[config.mk]
export PLATFORM = sky130hd
export DESIGN_NAME = bmt_mul
export DESIGN_NICKNAME = d
export VERILOG_FILES = /design/src/sv/beam_moment_twiss_analysis_top_defines.svh /design/src/sv/bmt_pkg.sv /design/src/sv/bmt_mul.sv
export SDC_FILE = /design/constraint.sdc
export NUM_CORES = 2
export LEC_CHECK = 0
export ABC_AREA = 0
export ABC_CLOCK_PERIOD_IN_PS = 840
export BUFFER_PORTS_ARGS = -buffer_cell sky130_fd_sc_hd__buf_2
export CAP_MARGIN = 15
export CORE_ASPECT_RATIO = 0.5
export CORE_UTILIZATION = 35
export CTS_CLUSTER_SIZE = 12
export DETAILED_ROUTE_END_ITERATION = 7
export HOLD_SLACK_MARGIN = 0.05
export PLACE_DENSITY = 0.48
export RECOVER_POWER = 100
export SLEW_MARGIN = 30
export SYNTH_ARGS = -nofsm -noshare
export SYNTH_HDL_FRONTEND = slang
export SYNTH_SLANG_ARGS = --single-unit
[constraint.sdc]
create_clock -name clk -period 0.84 [get_ports clk]
set_input_delay 0.168 -clock clk [delete_from_list [all_inputs] [get_ports clk]]
set_output_delay 0.168 -clock clk [all_outputs]
set_load 0.01 [all_outputs]
[src/sv/beam_moment_twiss_analysis_top_defines.svh]
// ----------------------------------------------------------------------------
// Beam moment analysis assertion macros
// Concurrent check wrappers, compiled out when SYNTH is defined.
// ----------------------------------------------------------------------------
`ifndef BEAM_MOMENT_TWISS_ANALYSIS_TOP_DEFINES_SVH
`define BEAM_MOMENT_TWISS_ANALYSIS_TOP_DEFINES_SVH
`ifndef SYNTH
`define BMT_ASSERT(lbl, prop, msg) \
	lbl: assert property (@(posedge clk) disable iff (!arst_n) (prop)) else $error(msg);
`define BMT_ASSERT_NEXT(lbl, ante, cons, msg) \
	lbl: assert property (@(posedge clk) disable iff (!arst_n) (ante) |=> (cons)) \
		else $error(msg);
`else
`define BMT_ASSERT(lbl, prop, msg)
`define BMT_ASSERT_NEXT(lbl, ante, cons, msg)
`endif
`endif

[src/sv/bmt_pkg.sv]
// ----------------------------------------------------------------------------
// Beam moment analysis package
// Shared constants, types and fixed point helpers.
// ----------------------------------------------------------------------------
package bmt_pkg;
	localparam int COUNT_BITS = 16;
	localparam int COORD_BITS = 24;
	localparam int CFG_IDX_BITS = 2;

	typedef enum logic [CFG_IDX_BITS-1:0] {
		REG_WINDOW_START = 2'd0,
		REG_WINDOW_END   = 2'd1
	} reg_idx_t;

	typedef enum logic [2:0] {
		ST_IDLE,
		ST_ACC,
		ST_START,
		ST_WAIT,
		ST_DONE
	} state_t;

	typedef enum logic [3:0] {
		OP_MEAN_E,
		OP_MA,
		OP_MB,
		OP_MAA,
		OP_MBB,
		OP_MAB,
		OP_VA,
		OP_VB,
		OP_C,
		OP_T,
		OP_DET,
		OP_SQRT,
		OP_EMIT,
		OP_BETA,
		OP_ALPHA
	} op_t;

	typedef logic signed [32:0] mul_op_t;
	typedef logic signed [65:0] mul_prod_t;

	localparam logic signed [33:0] VMAX34 = 34'sd2147483647;
	localparam logic signed [33:0] VMIN34 = -34'sd2147483647;

	// signed Q.32 -> Q.16, truncating toward zero, saturated
	function automatic logic signed [31:0] trunc_sat16(input logic signed [49:0] d);
		logic signed [49:0] adj;
		logic signed [33:0] sh;
		adj = d[49] ? d + 50'sd65535 : d;
		sh = adj[49:16];
		if (sh > VMAX34)
			return 32'sh7FFFFFFF;
		else if (sh < VMIN34)
			return 32'sh80000001;
		else
			return sh[31:0];
	endfunction
endpackage

[src/sv/bmt_mul.sv]
// ----------------------------------------------------------------------------
// Shared multiplier
// Signed 33x33 multiply with registered product and done flag.
// ----------------------------------------------------------------------------
module bmt_mul (
	input  logic              clk,
	input  logic              arst_n,
	input  logic              start,
	input  bmt_pkg::mul_op_t  a,
	input  bmt_pkg::mul_op_t  b,
	output logic              done,
	output bmt_pkg::mul_prod_t prod
);
	import bmt_pkg::*;

	logic      done_q;
	mul_prod_t prod_q;

	always_ff @(posedge clk or negedge arst_n) begin
		if (!arst_n) begin
			done_q <= 1'b0;
		end else begin
			done_q <= start;
		end
	end

	always_ff @(posedge clk) begin
		if (start) begin
			prod_q <= a * b;
		end
	end

	assign done = done_q;
	assign prod = prod_q;
endmodule

==> flow_summary.yaml <==
setup_path:
  max_stage_delay_ns: 0.54
  critPathMaxFanout: 8
  worstSetupStartpointType: "input pin"
  cp-startpoint: "a[14]"
  worstSetupPathType: "in2reg"
  cp_top_family: "adder cells"
  critPathSlowestCell: "fa_1"
  crit_path_end_kind: "register"
  path_common_cell: "fa_1"
  required_ns: 0.96
  crit_arrival_ns: 6.98
  path_buf_inv: 12
cts:
  cts_root_buf: "clkbuf_16"
  htreeDepth: 3
  tritoncts: "yes"
  cts.sinks: 67
  clk_pin_slew_worst_paths_ns: 0.07
  cts_made_buffers: 9
  cts.path.max_buffers: 2
route:
  wirelength_mm: 117
  drc: 0
  vias: 29900
  vias_per_cell: 4.65
  first_pass_iters: 5
  wl_per_cell_um: 18.2
  drt_iter0_markers: 1198
  detail-route-antenna-nets: 0
yosys:
  synth_top_area_frac: 0.553
  ys_types: 81
  ys_top_cells_by_area: "fa_1 (55%), inv_1 (10%), and2_1 (8.5%)"
  async_flop_share: 0.0149
  synth.avg_cell_area_um2: 9.55
  synth_edf_count: 66
  syn_inst: 4339
  ys_seq_elements: 67
  yosys_warnings: 0
  syn_area_um2: 41400
  synth_top_area_cell: "fa_1"
  synth_seq_area_share: 0.0485
  syn_nets: 5770
  synth_flop_cell: "edfxtp_1"
place:
  place.gp.congestion: 0.849
  dp.cells: 6314
  placed_area_um2: 48300
  buffer_ports.inserted: 135
  dp_hpwl_mm: 101
finish:
  fillers: 11300
  final_cell_mix: "fa_1 (1084), inv_1 (1074), nand2_1 (520), and2_1 (504), buf_4 (416)"
  layout_commonest_cell: "fa_1"
  layout.cells.non_filler: 6420
  drive_gt1_frac: 0.238
  areaGrowthSynthToFinish_pct: 25.0
  final_area_um2: 51800
  fin_nets: 6270
floorplanning:
  die_h_um: 245
  die_area_um2: 120000
  initial_core_util: 0.356
  core-area_um2: 116000
  die_w_um: 489
  std_cell_rows: 88
  ioPinCount: 136
sta:
  tns_ns: -347.09
  fmax_mhz: 146
  fin_crit_ns: 6.86
  tightest_slew_ns: 0.484
  final-setup-viol-count: 132
  rsz0062_at_grt: "true"
  fin_ws_ns: -6.02
  fin_crit_sh: 8.16
  max_slew_margin: 0.677
  slew_violations: 0
  hold_viol: 0
run:
  drv_cap: 0
global_route:
  grt_pass1_wl_mm: 190
  antenna_found_initial: 4
  grt-ovfl-total: 0
  grtUsageTotal: 0.207
  grt_max_degree: 36
  grt_pass1_vias: 35100
outcome:
  failed_checks: "setup timing"
  outcome: "finished, violations left"
hold_path:
  hold_path.class: "in2async"
## per-stage QoR
| stage | utilization | worst slack, ns | hold slack [ns] |
|---|---|---|---|
| 6_report | 0.445 | -6.02 | 0.0991 |
| 3_3_place_gp | 0.415 | -6.95 | -0.0580 |
| 3_5_place_dp | 0.415 | -7.02 | -0.0561 |
| 2_1_floorplan | - | -6.00 | -0.128 |
| 4_1_cts | 0.436 | -6.01 | 0.0705 |
| 5_1_grt | 0.445 | -6.16 | 0.0860 |
## final timing paths
path | slack, ns | cells after the start | endpoint
setup / recovery | -6.02 | 30 | prod[59]
hold / removal | 0.1 | 2 | done
max in group asynchronous | 0.66 | 2 | done
min in group clk | 0.27 | 1 | prod[30]
## cell usage after synthesis, drive strengths merged (33+ instances only)
cell type  number
fa           1145
inv          1131
and2          563
nand2         551
ha            217
clkbuf        208
nor2           68
edfxtp         66
a21oi          61
xnor2          43
a21o           38
o21ai          33
## cells by family after synthesis
kind of cell / after synthesis / share of synthesized area
DFF: 67 / 0.0485
adders and majority gates: 1362 / 0.619
and+or+nand+nor: 1271 / 0.155
AOI/OAI and AO/OA: 219 / 0.0400
buffers and inverters: 1352 / 0.123
xor gates and xnor gates: 68 / 0.0144
## metal layers
layer,vias up,GRT usage,wire [µm]
li1,13400,-,-
met1,15900,0.246,46600
met2,401,0.390,62800
met3,164,0.0227,3290
met4,0,0.0619,4010
met5,-,0,0
## timing repair
| action | 4_1_cts | 5_1_grt |
|---|---|---|
| cloned | 4 | 4 |
| hold buffers | 1 | 0 |
| pin swaps | 141 | 129 |
| endpoints found under the setup margin | 132 | 132 |
| endpoints found under the hold margin | 1 | 0 |
| gates resized for setup | 402 | 193 |
| buffers inserted | 57 | 36 |
## final cells by class
type                    count  area, µm²  share of cell area
diodes                      1       2.50           0.0000483
flip-flops and latches     67       2010              0.0388
well taps                1575       1970              0.0381
inverters                1131       4250              0.0821
repair buffers            710       6720               0.130
clock buffers              10        229             0.00442
multi-input cells        2920      36600               0.706
clock inverters             6       42.5            0.000822
## registers in the layout (all words and copies together), names as in the netlist
name  count
done      1
prod     66
Power is left out: the tool's default activity adds up to more than one toggle a clock period on the data nets, which glitch-free logic cannot reach.
