[src/sv/beam_moment_twiss_analysis_top_defines.svh]
// ----------------------------------------------------------------------------
// Beam moment analysis assertion macros
// Concurrent check wrappers, compiled out when SYNTH is defined.
// ----------------------------------------------------------------------------
`ifndef BEAM_MOMENT_TWISS_ANALYSIS_TOP_DEFINES_SVH
`define BEAM_MOMENT_TWISS_ANALYSIS_TOP_DEFINES_SVH
`ifndef SYNTH
`define BMT_ASSERT(lbl, prop, msg) \
	lbl: assert property (@(posedge clk) disable iff (!arst_n) (prop)) else $error(msg);
`define BMT_ASSERT_NEXT(lbl, ante, cons, msg) \
	lbl: assert property (@(posedge clk) disable iff (!arst_n) (ante) |=> (cons)) \
		else $error(msg);
`else
`define BMT_ASSERT(lbl, prop, msg)
`define BMT_ASSERT_NEXT(lbl, ante, cons, msg)
`endif
`endif

[src/sv/bmt_pkg.sv]
// ----------------------------------------------------------------------------
// Beam moment analysis package
// Shared constants, types and fixed point helpers.
// ----------------------------------------------------------------------------
package bmt_pkg;
	localparam int COUNT_BITS = 16;
	localparam int COORD_BITS = 24;
	localparam int CFG_IDX_BITS = 2;

	typedef enum logic [CFG_IDX_BITS-1:0] {
		REG_WINDOW_START = 2'd0,
		REG_WINDOW_END   = 2'd1
	} reg_idx_t;

	typedef enum logic [2:0] {
		ST_IDLE,
		ST_ACC,
		ST_START,
		ST_WAIT,
		ST_DONE
	} state_t;

	typedef enum logic [3:0] {
		OP_MEAN_E,
		OP_MA,
		OP_MB,
		OP_MAA,
		OP_MBB,
		OP_MAB,
		OP_VA,
		OP_VB,
		OP_C,
		OP_T,
		OP_DET,
		OP_SQRT,
		OP_EMIT,
		OP_BETA,
		OP_ALPHA
	} op_t;

	typedef logic signed [32:0] mul_op_t;
	typedef logic signed [65:0] mul_prod_t;

	localparam logic signed [33:0] VMAX34 = 34'sd2147483647;
	localparam logic signed [33:0] VMIN34 = -34'sd2147483647;

	// signed Q.32 -> Q.16, truncating toward zero, saturated
	function automatic logic signed [31:0] trunc_sat16(input logic signed [49:0] d);
		logic signed [49:0] adj;
		logic signed [33:0] sh;
		adj = d[49] ? d + 50'sd65535 : d;
		sh = adj[49:16];
		if (sh > VMAX34)
			return 32'sh7FFFFFFF;
		else if (sh < VMIN34)
			return 32'sh80000001;
		else
			return sh[31:0];
	endfunction
endpackage

[src/sv/bmt_sqrt.sv]
// ----------------------------------------------------------------------------
// Shared square root
// Digit-by-digit floor square root of a 64-bit value, one root bit per cycle.
// ----------------------------------------------------------------------------
module bmt_sqrt (
	input  logic        clk,
	input  logic        arst_n,
	input  logic        start,
	input  logic [63:0] radicand,
	output logic        done,
	output logic [31:0] root
);
	import bmt_pkg::*;

	logic [63:0] v_q;
	logic [31:0] root_q;
	logic [33:0] rem_q;
	logic [4:0]  cnt_q;
	logic        busy_q;
	logic        done_q;
	logic [35:0] rem2;
	logic [35:0] trial;
	logic [35:0] diff;
	logic        ge;

	assign rem2  = {rem_q, v_q[63:62]};
	assign trial = {2'b00, root_q, 2'b01};
	assign diff  = rem2 - trial;
	assign ge    = rem2 >= trial;

	always_ff @(posedge clk or negedge arst_n) begin
		if (!arst_n) begin
			busy_q <= 1'b0;
			done_q <= 1'b0;
			cnt_q  <= '0;
		end else begin
			done_q <= 1'b0;
			if (start) begin
				busy_q <= 1'b1;
				cnt_q  <= '0;
			end else if (busy_q) begin
				cnt_q <= cnt_q + 5'd1;
				if (cnt_q == 5'd31) begin
					busy_q <= 1'b0;
					done_q <= 1'b1;
				end
			end
		end
	end

	always_ff @(posedge clk) begin
		if (start) begin
			v_q    <= radicand;
			root_q <= '0;
			rem_q  <= '0;
		end else if (busy_q) begin
			v_q    <= {v_q[61:0], 2'b00};
			root_q <= {root_q[30:0], ge};
			rem_q  <= ge ? diff[33:0] : rem2[33:0];
		end
	end

	assign done = done_q;
	assign root = root_q;
endmodule
[config.mk]
export PLATFORM = sky130hd
export DESIGN_NAME = bmt_sqrt
export DESIGN_NICKNAME = d
export VERILOG_FILES = /design/src/sv/beam_moment_twiss_analysis_top_defines.svh /design/src/sv/bmt_pkg.sv /design/src/sv/bmt_sqrt.sv
export SDC_FILE = /design/constraint.sdc
export NUM_CORES = 1
export LEC_CHECK = 0
export CORE_MARGIN = 5
export CORE_UTILIZATION = 29
export CTS_CLUSTER_SIZE = 12
export DETAILED_ROUTE_END_ITERATION = 10
export DONT_BUFFER_PORTS = 1
export SYNTH_ARGS = -nofsm -noshare
export SYNTH_HDL_FRONTEND = slang
export SYNTH_SLANG_ARGS = --single-unit
[constraint.sdc]
create_clock -name clk -period 5.5 [get_ports clk]
set_input_delay 1.1 -clock clk [delete_from_list [all_inputs] [get_ports clk]]
set_output_delay 1.1 -clock clk [all_outputs]
set_load 0.005 [all_outputs]
==> results.cfg <==
[critical_path]
critical_path.max_fanout = 16
arrival_ps = 3610
r2r_cells = 11
cp-end-kind = register
r2r_slack_ps = 2160
crit_type = reg2reg
crit_start = root[3]
worstPathRequired_ps = 5770
r2r-end = rem_q[10]
r2r_start = root[3]
worstSetupStartpointType = register
crit_end = rem_q[10]

[place]
place_hpwl_mm = 12.3
dpl_cell_area_sq_mm = 0.00792
dp.cells = 1053
io_buffers = 0
gp_congestion = 0.852

[synthesis]
synth_top_area_frac = 0.252
yosysWarnings = 0
synth_edf_count = 64
synth_flop_cell = dfxtp_1
synthCells = 748
synth_commonest_cells = nor2_1, nand2_1, dfxtp_1, edfxtp_1, mux2_2
ys_types = 62
syn_avg_cell_area_sq_um = 10.2
synth_async_sr_flop_share = 0.0511
synth_top_area_cell = edfxtp_1
ys_seq_elements = 137
netlist_area_sq_mm = 0.00763
synth.top_cells.by_area = edfxtp_1, dfxtp_1, mux2_2
yosysMostFrequentCell = nor2_1
yosysSeqAreaShare = 0.448
syn_nets = 851

[clock_network]
clk_latency_ps = 440
cts_root_buf = clkbuf_16
cts_sinks = 137
clkSlewWorstSetupHoldPaths_ps = 70
cts_buffers = 17
holdBufCountCts = 0
clockBufferDepth = 2
cts-resized-gates = 0
cts_tree = built
htree_levels = 4
postCtsSetupRepairBufs = 0

[grt]
grt_pass1_wl_mm = 28.5
grt_util_all_layers = 0.121
top_usage_layer = met2
grt-ovfl-total = 0
gr-usage-met3 = 0.0757
grt_max_degree = 123
antenna_found_initial = 10
grt_pass1_vias = 5421
grt.met2_usage = 0.184
grtUsageMet1 = 0.144

[die]
fp.dieW_um = 172
die-height_um = 172
die_area_sq_mm = 0.0297
design.core.area_sq_mm = 0.0260
rows = 59
floorplan.initialDensity = 0.294
pin_count = 100

[power]
peakVddDrop_v = 0.000275
p_per_area_mw_per_mm2 = 546
power.leakage_uw = 0.00345
total_power_uw = 4660

[timing]
rsz0062_at_grt = no
holdWs_ps = 350
hold_viol_final = 0
timing.final.crit_share = 0.607
tns_ps = 0
fin_crit_ps = 3340
skew_ps = 12.2
max_freq_mhz = 299
slew_viol_final = 0
relSlewSlack = 0.316
worst_slew_pin_slew_ps = 1030
setup_viol = 0

[drt]
dr.pass1.iters = 5
wire_per_inst_um = 16.2
vias = 5490
vias_per_cell = 5.05
ant_nets = 0
routed_wl_mm = 17.7
drtIter0Drc = 344
drc = 0

[layout]
design_area_sq_mm = 0.00854
drive_gt1_frac = 0.163
fin_nets = 840
final_cells = 1087
areaGrowthSynthToFinish_pct = 11.9

[flow_run]
maxCapViolations = 0

[worst_hold_path]
hp-class = in2async

[status]
status = finished, final reports clean
## cell type report
type	count	area, sq um
antenna	2	5.00
clock buffer	17	425
clock inverter	15	186
fill	2683	17400
inverter	45	169
multi-input combinational	532	3880
sequential	137	3420
tap	335	419
timing repair buffer	4	30.0
## how the worst min path moves through the flow
stage	cells past startpoint	endpoint	start	slack, ps
finish	0	busy_q	arst_n	350
global route	0	cnt_q[2]	arst_n	330
CTS	0	cnt_q[2]	arst_n	330
detailed placement	2	rem_q[32]	rem_q[32]	440
global placement	2	rem_q[33]	rem_q[33]	430
floorplan	2	rem_q[32]	rem_q[32]	420
## registers in the layout (all words and copies together), names as in the netlist
name and flops:
root 32, busy_q 1, cnt_q 5, done 1, v_q 64, rem_q 34
## cell usage in the layout, fill, tap and decap left out, types with 8 or more instances in the layout
cell type / netlist / final
nor2_1: 79 / 79
nand2_1: 71 / 71
dfxtp_1: 66 / 66
edfxtp_1: 64 / 64
mux2_2: 62 / 62
inv_1: 45 / 44
mux2i_1: 42 / 42
a21oi_1: 36 / 36
ha_1: 36 / 36
o21ai_0: 25 / 25
clkbuf_16: 0 / 17
xor2_1: 16 / 16
xnor2_1: 16 / 16
nand3_1: 15 / 15
a311oi_1: 11 / 11
and3_1: 9 / 9
nand4_1: 8 / 8
a21o_1: 8 / 8
## worst max-delay path, stage by stage, from the launching register on
cell and delay (ps):
dfxtp_1 390, inv_1 70, ha_1 390, nand4_1 190, a211oi_2 250, nor3_2 110, o31ai_4 260, a221oi_4 150
o21ai_2 670, buf_4 360, mux2i_1 220, a211oi_1 90
## metrics by stage
| stage | util | worst slack [ps] |
|---|---|---|
| 2_1_floorplan | - | 2500 |
| 3_3_place_gp | 0.305 | 2270 |
| 6_report | 0.329 | 2160 |
| 3_5_place_dp | 0.305 | 2150 |
| 4_1_cts | 0.328 | 2140 |
| 5_1_grt | 0.328 | 1910 |
## logic make-up after synthesis
family,after synthesis,synth area share
xor+xnor,32,0.0367
flops,137,0.448
simple gates,216,0.127
mux,104,0.147
buf+inv,79,0.0435
fa+ha+maj,36,0.0590
compound gates,144,0.139
## routing by layer
layer	vias up	routed length, um
met5	-	109
met4	18	242
met3	38	2000
met2	136	7680
met1	2596	7630
li1	2702	-
## where the power goes
group | total (uW) | leakage (uW) | internal [uW] | switching [uW]
Combinational | 2170 | 0.00184 | 912 | 1260
Sequential | 1330 | 0.00131 | 1230 | 98.3
Clock | 1160 | 0.000299 | 619 | 545
Power figures use the tool's default switching activity.
