## src/sv/beam_moment_twiss_analysis_top_defines.svh

```systemverilog
// ----------------------------------------------------------------------------
// Beam moment analysis assertion macros
// Concurrent check wrappers, compiled out when SYNTH is defined.
// ----------------------------------------------------------------------------
`ifndef BEAM_MOMENT_TWISS_ANALYSIS_TOP_DEFINES_SVH
`define BEAM_MOMENT_TWISS_ANALYSIS_TOP_DEFINES_SVH
`ifndef SYNTH
`define BMT_ASSERT(lbl, prop, msg) \
	lbl: assert property (@(posedge clk) disable iff (!arst_n) (prop)) else $error(msg);
`define BMT_ASSERT_NEXT(lbl, ante, cons, msg) \
	lbl: assert property (@(posedge clk) disable iff (!arst_n) (ante) |=> (cons)) \
		else $error(msg);
`else
`define BMT_ASSERT(lbl, prop, msg)
`define BMT_ASSERT_NEXT(lbl, ante, cons, msg)
`endif
`endif

```

## src/sv/bmt_pkg.sv

```systemverilog
// ----------------------------------------------------------------------------
// Beam moment analysis package
// Shared constants, types and fixed point helpers.
// ----------------------------------------------------------------------------
package bmt_pkg;
	localparam int COUNT_BITS = 16;
	localparam int COORD_BITS = 24;
	localparam int CFG_IDX_BITS = 2;

	typedef enum logic [CFG_IDX_BITS-1:0] {
		REG_WINDOW_START = 2'd0,
		REG_WINDOW_END   = 2'd1
	} reg_idx_t;

	typedef enum logic [2:0] {
		ST_IDLE,
		ST_ACC,
		ST_START,
		ST_WAIT,
		ST_DONE
	} state_t;

	typedef enum logic [3:0] {
		OP_MEAN_E,
		OP_MA,
		OP_MB,
		OP_MAA,
		OP_MBB,
		OP_MAB,
		OP_VA,
		OP_VB,
		OP_C,
		OP_T,
		OP_DET,
		OP_SQRT,
		OP_EMIT,
		OP_BETA,
		OP_ALPHA
	} op_t;

	typedef logic signed [32:0] mul_op_t;
	typedef logic signed [65:0] mul_prod_t;

	localparam logic signed [33:0] VMAX34 = 34'sd2147483647;
	localparam logic signed [33:0] VMIN34 = -34'sd2147483647;

	// signed Q.32 -> Q.16, truncating toward zero, saturated
	function automatic logic signed [31:0] trunc_sat16(input logic signed [49:0] d);
		logic signed [49:0] adj;
		logic signed [33:0] sh;
		adj = d[49] ? d + 50'sd65535 : d;
		sh = adj[49:16];
		if (sh > VMAX34)
			return 32'sh7FFFFFFF;
		else if (sh < VMIN34)
			return 32'sh80000001;
		else
			return sh[31:0];
	endfunction
endpackage

```

## src/sv/bmt_div.sv

```systemverilog
// ----------------------------------------------------------------------------
// Shared divider
// Radix-2 restoring unsigned divide, 64-bit by 32-bit, one bit per cycle.
// ----------------------------------------------------------------------------
module bmt_div (
	input  logic        clk,
	input  logic        arst_n,
	input  logic        start,
	input  logic [63:0] dividend,
	input  logic [31:0] divisor,
	output logic        done,
	output logic [63:0] quotient
);
	import bmt_pkg::*;

	logic [63:0] quo_q;
	logic [31:0] rem_q;
	logic [31:0] den_q;
	logic [5:0]  cnt_q;
	logic        busy_q;
	logic        done_q;
	logic [32:0] trial;
	logic [32:0] diff;
	logic        ge;

	assign trial = {rem_q, quo_q[63]};
	assign diff  = trial - {1'b0, den_q};
	assign ge    = trial >= {1'b0, den_q};

	always_ff @(posedge clk or negedge arst_n) begin
		if (!arst_n) begin
			busy_q <= 1'b0;
			done_q <= 1'b0;
			cnt_q  <= '0;
		end else begin
			done_q <= 1'b0;
			if (start) begin
				busy_q <= 1'b1;
				cnt_q  <= '0;
			end else if (busy_q) begin
				cnt_q <= cnt_q + 6'd1;
				if (cnt_q == 6'd63) begin
					busy_q <= 1'b0;
					done_q <= 1'b1;
				end
			end
		end
	end

	always_ff @(posedge clk) begin
		if (start) begin
			quo_q <= dividend;
			rem_q <= '0;
			den_q <= divisor;
		end else if (busy_q) begin
			quo_q <= {quo_q[62:0], ge};
			rem_q <= ge ? diff[31:0] : trial[31:0];
		end
	end

	assign done     = done_q;
	assign quotient = quo_q;
endmodule

```

## config.mk

```make
export PLATFORM = sky130hd
export DESIGN_NAME = bmt_div
export DESIGN_NICKNAME = d
export VERILOG_FILES = /design/src/sv/beam_moment_twiss_analysis_top_defines.svh /design/src/sv/bmt_pkg.sv /design/src/sv/bmt_div.sv
export SDC_FILE = /design/constraint.sdc
export NUM_CORES = 1
export LEC_CHECK = 0
export ABC_AREA = 1
export ABC_CLOCK_PERIOD_IN_PS = 3800
export BUFFER_PORTS_ARGS = -buffer_cell sky130_fd_sc_hd__buf_2
export CORE_ASPECT_RATIO = 0.7
export CORE_UTILIZATION = 30
export DETAILED_ROUTE_END_ITERATION = 8
export PLACE_DENSITY = 0.53
export SLEW_MARGIN = 40
export SYNTH_ARGS = -nofsm -noshare
export SYNTH_HDL_FRONTEND = slang
export SYNTH_SLANG_ARGS = --single-unit
```

## constraint.sdc

```tcl
create_clock -name clk -period 3.8 [get_ports clk]
set_input_delay 1.14 -clock clk [delete_from_list [all_inputs] [get_ports clk]]
set_output_delay 1.14 -clock clk [all_outputs]
set_load 0.01 [all_outputs]
```

==> run metrics <==
IO buf count=163; final wirelength=23.7 mm; # H-tree levels=4; dpl hpwl=17.7 mm; fin crit period=2.75 ns; post-DR vias/cell=4.45; DRC=0; gpl congestion=0.937; vias=7283; fin nets=1398; Hold Path Class=reg -> reg; Detail Route Antenna Nets=0; Worst Hold End=rem_q[19]; maxcap violations=0; CP Capture Type=flip-flop; setup_tns=0 ns; chip width=199 um; CTS tree=yes; Core ar.=0.0261 mm^2; total CTS buffers=17; synth top area cells=edfxtp_1, nand2_1, inv_1, dfxtp_1, ha_1; Max IR drop VDD=0.291 mV; pin count of the biggest net entering global routing=63; setup bufs post-CTS=0; Seq/Total Area, Yosys=45.9%; Max Clock Skew=0.0132 ns; GRT Residual Overflow=0; hold_buf cts=0; leakage=5.27 nW; Max Freq=364 MHz; DR pass1 iterations=5; clk root buf=clkbuf_16; clock sink total=136; leading area contributor after synthesis=edfxtp_1; non-filler instance count after layout=1635; DIE AREA=0.0277 mm^2; Worst R2R Setup Slack=1.05 ns; initial drt markers=569; cells after synthesis=1104; clock latency on the worst-skew pair=0.43 ns; Synth Area per Inst=7.35 um^2; metal3 WL=2.21 mm; Post-Syn Area=0.00812 mm^2; Ports=164; Setup-failing EPs final=0; Ant. Diodes=0; Inst Count DP=1603; RSZ-0062 raised after global routing=false; initial antenna violation count=0; min-delay src=rem_q[19]; FF-to-FF path depth=11; Final Hold Vio Count=0; Synth-to-Final Area Change=21.3%; row count=49; Required @ worst endpoint=4.14 ns; outcome=complete, no violations; PwrDens=595 mW/mm^2; vias in the first global route=7021; Worst R2R Start=den_q[28]; global-route wire length before repair=38.0 mm; CTS max path bufs=2; Die Ht=140 um; critical path peak fanout=32; M1 WL=12.2 mm; Worst Hold Depth=2; met2 WL=9.19 mm; R2R Path End=rem_q[17]; fin crit share=72.3%; CTS clk-pin slew, worst paths=0.07 ns; Final Max Tran Viols=0; Routed WL per cell=14.5 um; critical path class=reg -> reg; GRT Overall Usage=17.9%; highest routed layer=met4; Max-slew headroom=55.8%; crit path launch type=flip-flop; Starting Density=31.1%; layout cells sized above 1=17.5%; Worst Tran Pin Value=0.662 ns; synth warn=0; Synth Register Bits=136; Post-Syn Nets=1237; Fill cells=2927; share of the synthesized area in the top cell type=35.5%; Resize count post-CTS=0; Synth cell types=34; Data arrival, critical path=3.09 ns
registers in the layout, indices dropped and copies added, names as in the netlist:
signal,cells
cnt_q,6
done,1
busy_q,1
quotient,64
den_q,32
rem_q,32
cells by family (layout without fill, tap and decap cells):
group | count (synthesis) | after routing | share of synthesized area [%]
simple gates | 663 | 663 | 33.8
buf+inv | 204 | 378 | 9.86
flops | 136 | 136 | 45.9
compound gates | 53 | 53 | 3.64
fa+ha+maj | 34 | 34 | 5.33
xor+xnor | 14 | 14 | 1.51
Yosys cell counts:
master,number
and2_1,2
xor2_1,1
buf_6,3
a22o_1,1
fa_1,1
clkbuf_1,17
nand4_1,1
nand2_1,493
and3_1,1
a31oi_1,1
dfrtp_1,8
nor3_2,1
nor2_2,6
nand3_1,74
buf_2,10
inv_1,172
a21oi_2,1
a21oi_4,1
nor2_1,46
nor3_1,7
dfxtp_1,32
nand2_4,2
nand3b_1,22
nand3_2,1
inv_2,2
a21oi_1,23
nand2_2,7
o21ai_1,16
o21ai_0,6
ha_1,33
o21bai_1,3
o211ai_1,1
xnor2_1,13
edfxtp_1,96
critical path, stage by stage (launching register included):
cell	delay [ns]
edfxtp_1	0.37
inv_1	0.07
ha_1	0.27
a21oi_1	0.25
nand2_1	0.13
a21oi_2	0.16
nand2_2	0.08
a21oi_4	0.54
nand2_4	0.41
nand2_1	0.19
nand3_1	0.08
o21ai_1	0.09
worst max-delay path by stage:
stage	depth (start not counted)	from	endpoint	slack, ns
after floorplan	3	start	quotient[0]	0.1
after CTS	11	den_q[28]	rem_q[17]	1.07
after global placement	3	start	den_q[20]	1.00
after detailed placement	3	start	den_q[20]	0.99
final	11	den_q[28]	rem_q[17]	1.05
after global routing	13	den_q[28]	rem_q[13]	0.85
cell usage in the layout, fill, tap and decap left out, drive strengths merged:
cell	synthesis	routed
buf	13	172
inv	174	177
a21oi	25	25
nand4	1	1
o21bai	3	3
nand3b	22	22
clkinv	0	9
o21ai	22	22
and3	1	1
nand2	502	502
edfxtp	96	96
o211ai	1	1
clkbuf	17	17
a22o	1	1
a31oi	1	1
ha	33	33
clkinvlp	0	3
nor2	52	52
xnor2	13	13
xor2	1	1
nand3	75	75
fa	1	1
nor3	8	8
dfrtp	8	8
and2	2	2
dfxtp	32	32
stage by stage:
step                      utilization (%)  setup WS (ns)  hold WS [ns]  area (um^2)  total power [mW]
after detailed placement             35.7          0.993         0.462         9320              4.31
after CTS                            37.7           1.07         0.471         9850              5.88
after floorplan                         -         0.0991         0.443         8120              3.69
final                                37.7           1.05         0.472         9850              5.86
after global placement               35.7           1.00         0.463         9320              4.30
after global routing                 37.7          0.854         0.490         9850              6.31
power by group:
group	internal, mW	total [mW]	switching (mW)	leakage [nW]
combinational	0.831	2.37	1.54	3.63
sequential	1.82	1.96	0.132	1.39
clock	0.834	1.54	0.701	0.254
layer usage:
layer / up-vias / global-route usage [%]
met4: 0 / 3.64
met5: - / 0
met3: 12 / 5.38
met1: 3274 / 27.6
met2: 247 / 23.9
li1: 3750 / -
final cells by class:
type / count / area (um^2) / share of cell area, %
clock buffer: 17 / 425 / 4.32
clock inverter: 15 / 104 / 1.05
inverter: 174 / 654 / 6.64
multi-input combinational: 764 / 3600 / 36.5
sequential: 136 / 3720 / 37.8
tap: 357 / 447 / 4.54
timing repair buffer: 172 / 898 / 9.12
Power figures use the tool's default switching activity.
